===== config.mk =====
export PLATFORM = sky130hd
export DESIGN_NAME = s3hs_ctrl
export DESIGN_NICKNAME = d
export VERILOG_FILES = /design/src/design/s3hs_pkg.sv /design/src/design/s3hs_ctrl.sv
export SDC_FILE = /design/constraint.sdc
export NUM_CORES = 1
export LEC_CHECK = 0
export BUFFER_PORTS_ARGS = -buffer_cell sky130_fd_sc_hd__buf_2
export CORE_AREA = 2 2 39 41
export DETAILED_ROUTE_END_ITERATION = 10
export DIE_AREA = 0 0 41 43
export PLACE_DENSITY = 0.43
export SYNTH_ARGS = -nofsm -noshare
export SYNTH_HDL_FRONTEND = slang
export SYNTH_SLANG_ARGS = --single-unit

===== constraint.sdc =====
create_clock -name clock -period 1.5 [get_ports clock]
set_clock_uncertainty 0.1 [all_clocks]
set_input_delay 0.075 -clock clock [delete_from_list [all_inputs] [get_ports clock]]
set_output_delay 0.075 -clock clock [all_outputs]
set_load 0.02 [all_outputs]

===== src/design/s3hs_pkg.sv =====
// Package for the separable 3-D stencil: sizes, CSR indices, coefficient table, FSM states, command and status types.
// No dependencies.
`timescale 1ns / 1ps
package s3hs_pkg;
   localparam int MAX_ROW_DEF = 64;
   localparam int MAX_ROWS_DEF = 64;
   localparam int MAX_TAPS_DEF = 5;
   localparam int SAMPLE_BITS_DEF = 32;
   localparam int CSR_IDX_BITS = 3;

   localparam logic [CSR_IDX_BITS-1:0] REG_ORDER = 3'd0;
   localparam logic [CSR_IDX_BITS-1:0] REG_KINDS = 3'd1;
   localparam logic [CSR_IDX_BITS-1:0] REG_SCALE = 3'd2;
   localparam logic [CSR_IDX_BITS-1:0] REG_SIZE_X = 3'd3;
   localparam logic [CSR_IDX_BITS-1:0] REG_SIZE_Y = 3'd4;
   localparam logic [CSR_IDX_BITS-1:0] REG_SIZE_Z = 3'd5;

   typedef enum logic [2:0] {
      ST_IDLE, ST_READ, ST_ZPASS, ST_YPASS, ST_XPASS, ST_SCALE, ST_OUT
   } state_type;

   typedef struct packed {
      logic start;
      logic rd_step;
      logic z_step;
      logic y_step;
      logic x_step;
      logic scale_go;
   } cmd_type;

   typedef struct packed {
      logic emit;
      logic rd_done;
      logic z_done;
      logic y_done;
      logic x_done;
   } sts_type;

   function automatic logic signed [17:0] coef(input logic kind, input logic [1:0] ord,
                                               input logic [2:0] tap);
      logic signed [17:0] c;
      begin
         c = 18'sd0;
         case (ord)
            2'd0: c = (tap == 3'd2) ? 18'sd65536 : 18'sd0;
            2'd1: begin
               if (tap == 3'd2) c = kind ? 18'sd70997 : 18'sd60075;
               else if (tap == 3'd1 || tap == 3'd3) c = kind ? -18'sd2731 : 18'sd2731;
            end
            default: begin
               case (tap)
                  3'd0, 3'd4: c = kind ? 18'sd307 : -18'sd193;
                  3'd1, 3'd3: c = kind ? -18'sd3959 : 18'sd3504;
                  3'd2: c = kind ? 18'sd72841 : 18'sd58914;
                  default: c = 18'sd0;
               endcase
            end
         endcase
         return c;
      end
   endfunction
endpackage


===== src/design/s3hs_ctrl.sv =====
// Controller state machine sequencing reads, the z, y, x passes, scaling and output.
// Depends on s3hs_pkg.
`timescale 1ns / 1ps
module s3hs_ctrl (
   input  logic clock,
   input  logic reset,
   input  logic req_valid,
   output logic req_stall,
   output logic rsp_valid,
   input  logic rsp_stall,
   input  s3hs_pkg::sts_type sts,
   output s3hs_pkg::cmd_type cmd
);
   import s3hs_pkg::*;
   state_type state_ff, state_in;
   always_ff @(posedge clock) begin
      if (reset) state_ff <= ST_IDLE;
      else state_ff <= state_in;
   end
   always_comb begin
      state_in = state_ff;
      cmd = '0;
      req_stall = 1'b1;
      rsp_valid = 1'b0;
      unique case (state_ff)
         ST_IDLE: begin
            req_stall = 1'b0;
            if (req_valid) begin
               cmd.start = 1'b1;
               state_in = ST_READ;
            end
         end
         ST_READ: begin
            if (!sts.emit) state_in = ST_IDLE;
            else begin
               cmd.rd_step = 1'b1;
               if (sts.rd_done) state_in = ST_ZPASS;
            end
         end
         ST_ZPASS: begin
            cmd.z_step = 1'b1;
            if (sts.z_done) state_in = ST_YPASS;
         end
         ST_YPASS: begin
            cmd.y_step = 1'b1;
            if (sts.y_done) state_in = ST_XPASS;
         end
         ST_XPASS: begin
            cmd.x_step = 1'b1;
            if (sts.x_done) state_in = ST_SCALE;
         end
         ST_SCALE: begin
            cmd.scale_go = 1'b1;
            state_in = ST_OUT;
         end
         ST_OUT: begin
            rsp_valid = 1'b1;
            if (!rsp_stall) state_in = ST_IDLE;
         end
         default: state_in = ST_IDLE;
      endcase
   end
endmodule


-- Word-level counts from Yosys, hierarchy flattened
Cells that the tools add are included.
Widths: inputs -> output; s select.
- register bits after elaboration: 3
- input bits: 9
- eq/ne operators: 12
- mux-type cells: 18
- reduce and logical (&&, ||, !) cells: 2
- operator list (cell ; number):
    $mux 3 ; 7
    $pmux 3 s7 ; 1
    $mux 1 ; 10
    $ne 2x2->1 const B ; 5
    $eq 3x3->1 const B ; 3
    $eq 3x2->1 const B ; 2
    $reduce_and 6->1 ; 1
    $eq 3x1->1 const B ; 1
    $logic_not 3->1 ; 1
    $ne 3x3->1 const B ; 1

-- Logic depth before layout (Yosys ltp)
- depth in word-level cells: 3
- gate-level depth with buffers: 4

-- Least setup slack after synthesis
Ideal clock, no wire load.
- path type: reg-to-output
- from: register state_ff[1]
- to: output cmd[5] (netlist name)
- data arrival time: 1265 ps
- slack: 60 ps
- stages on the path, launching flop included: 4
- path through: dfxtp_1 > buf_4 > or3_1 > nor2_1
- RTL lines (item ; line ; text):
    from (decl) ; s3hs_ctrl.sv:15 ; state_type state_ff, state_in;
    from (signal assigned) ; s3hs_ctrl.sv:18 ; else state_ff <= state_in;
    to (decl) ; s3hs_ctrl.sv:12 ; output s3hs_pkg::cmd_type cmd

==> impl_metrics.env <==
export IMPL_dpl_hpwl_um=542
export IMPL_gr_total_overflow=0
export IMPL_grt_max_degree=11
export IMPL_reg_top3="state_ff: 3 flops"
export IMPL_crit_type="register to primary output"
export IMPL_synth_fa_ha_area_frac=0
export IMPL_power_switching_uw=150
export IMPL_fin_crit_ns=1.39
export IMPL_synth_mux_area_fraction=0.0498
export IMPL_clkTransAtPathRegs_ns=0.03
export IMPL_num_vias=324
export IMPL_vdd_ir_drop_max_uv=708
export IMPL_use_met1=0.103
export IMPL_io_buffers=16
export IMPL_die_x_um=41
export IMPL_avgSynthCellArea_sq_um=8.15
export IMPL_synthSimpleGateAreaFrac=0.386
export IMPL_setup_violations_final=0
export IMPL_max_slew_margin_rel=0.845
export IMPL_powerDensity_mw_per_mm2=986
export IMPL_ys_seq_elements=3
export IMPL_busiest_layer="met2"
export IMPL_status="completed"
export IMPL_drt_iter0_markers=3
export IMPL_grt_pass1_vias=297
export IMPL_syn_inst=37
export IMPL_drive_above_1_share=0.500
export IMPL_numCtsBuffers=3
export IMPL_fp_dieH_um=43
export IMPL_fin_crit_sh=0.927
export IMPL_wl_per_cell_um=9.05
export IMPL_combPwrFrac=0.409
export IMPL_reg2reg_slack_ns=0.21
export IMPL_area_growth_pct=45.2
export IMPL_worst_ep_arrival_time_ns=1.22
export IMPL_tns_ns=0
export IMPL_cts_buffer_depth=2
export IMPL_antennaDiodeCount=0
export IMPL_cts_sinks=3
export IMPL_post_cts_setup_buffers=0
export IMPL_met2_usage=0.141
export IMPL_seqPwrFrac=0.269
export IMPL_drv_cap=0
export IMPL_mostFrequentLayoutCells="buf_2 (16), nor2_1 (5), clkbuf_4 (3), buf_4 (3), dfxtp_2 (3)"
export IMPL_rsz0062_at_grt="no"
export IMPL_grt_use_met3=0.0628
export IMPL_synth_warnings=0
export IMPL_maxSlewViolCount=0
export IMPL_end_kind="primary output"
export IMPL_synthesis_nets=46
export IMPL_final_common_cell="buf_2"
export IMPL_clkPwrFrac=0.322
export IMPL_critPathMaxFanout=6
export IMPL_critPathLaunchType="register"
export IMPL_regMostFlops="state_ff"
export IMPL_min_path_type="primary input to register"
export IMPL_finalHoldViolCount=0
export IMPL_grt_use_total=0.0894
export IMPL_via_per_inst=4.38
export IMPL_htreeDepth=1
export IMPL_p_leak_nw=0.223
export IMPL_fmax_ghz=0.719
export IMPL_largest_reg_flops=3
export IMPL_globalplace_congestion=0.627
export IMPL_tightest_slew_ns=0.231
export IMPL_power_uw=432
export IMPL_synth_compound_area_frac=0.253
export IMPL_synthesis_area_sq_um=302
export IMPL_synthXorXnorAreaFrac=0
export IMPL_drc=0
export IMPL_ant_nets=0
export IMPL_switching_share=0.347
export IMPL_synth_seq_area_share=0.199
export IMPL_cts_tree="yes"
export IMPL_initial_core_util=0.218
export IMPL_insertion_delay_ns=0.23
export IMPL_nNetsFinal=68
export IMPL_required_ns=1.32
export IMPL_synth_distinct_cells=23
export IMPL_grt_pass1_wl_um=1070
export IMPL_detail_route_first_pass_iterations=2
export IMPL_ios=17
export IMPL_rows=14
export IMPL_grt_antenna_before_repair=0
export IMPL_synth_top_family_by_area="simple AND/OR/NAND/NOR gates"
export IMPL_wl_um=670
export IMPL_internal_power_uw=282
export IMPL_die_area_sq_mm=0.00176
export IMPL_core_sq_mm=0.00138
export IMPL_cts_root_buffer="clkbuf_4"
==> power groups by stage <==
stage | clock (mW) | combinational [mW] | sequential [mW]
after floorplan | 0 | 0.141 | 0.101
after global placement | 0 | 0.178 | 0.115
after detailed placement | 0 | 0.176 | 0.116
after CTS | 0.146 | 0.179 | 0.115
after global routing | 0.153 | 0.194 | 0.120
final | 0.139 | 0.177 | 0.116
==> worst max-delay path, stage by stage (launching register included) <==
cell	delay, ns
dfxtp_2	0.35
or3_1	0.39
nor2_1	0.09
buf_2	0.16
==> path summary, 6_finish.rpt <==
kind | cells after the start | startpoint | to
min reg2reg | 3 | state_ff[1] | state_ff[1]
max reg2reg | 4 | state_ff[0] | state_ff[0]
min | 3 | sts[1] | state_ff[2]
max | 3 | state_ff[1] | cmd[5]
==> metal layers <==
layer | routed length, um | vias to the layer above
li1 | - | 170
met1 | 300 | 147
met2 | 338 | 7
met3 | 32 | 0
met4 | 0 | 0
met5 | 0 | -
==> repair_timing <==
item / CTS / global route
resized for setup: 0 / 3
setup endpoints to repair: 0 / 4
hold endpoints to repair: 1 / 0
hold buffers: 1 / 0
==> cell usage after synthesis, drive strengths merged <==
library cell / instances / share of area
a2111oi: 1 / 0.091
a21o: 1 / 0.025
a21oi: 2 / 0.033
a22oi: 2 / 0.050
and3b: 2 / 0.062
buf: 3 / 0.087
dfxtp: 3 / 0.20
inv: 2 / 0.025
mux2: 1 / 0.050
nand2: 2 / 0.025
nand2b: 2 / 0.066
nand3b: 1 / 0.025
nor2: 5 / 0.062
nor2b: 2 / 0.041
nor3: 2 / 0.033
nor3b: 2 / 0.050
o21ai: 2 / 0.033
o22ai: 1 / 0.021
or3: 1 / 0.021
==> stage by stage <==
stage                util  worst slack (ns)  cells  hold WS [ns]  area [sq um]
floorplan               -            0.0598     37        0.0474           302
global route        0.316            0.0128     74        0.0890           438
finish              0.316             0.109     74        0.0537           438
global placement    0.288            0.0900     69         0.234           398
CTS                 0.314            0.0444     74        0.0620           434
detailed placement  0.288             0.102     69         0.235           398
==> area by class of cell <==
class / instances / area [sq um]
Clock buffer: 4 / 26.3
Fill cell: 161 / 946
Inverter: 2 / 7.51
Multi-Input combinational cell: 29 / 208
Sequential cell: 3 / 63.8
Tap cell: 16 / 20.0
Timing Repair Buffer: 20 / 113
==> logic make-up after synthesis <==
family	count (synthesis)
AOI/OAI and AO/OA	9
and+or+nand+nor	19
muxes	1
buffers and inverters	5
DFF	3
No activity file was read; power rests on OpenSTA's default activity.
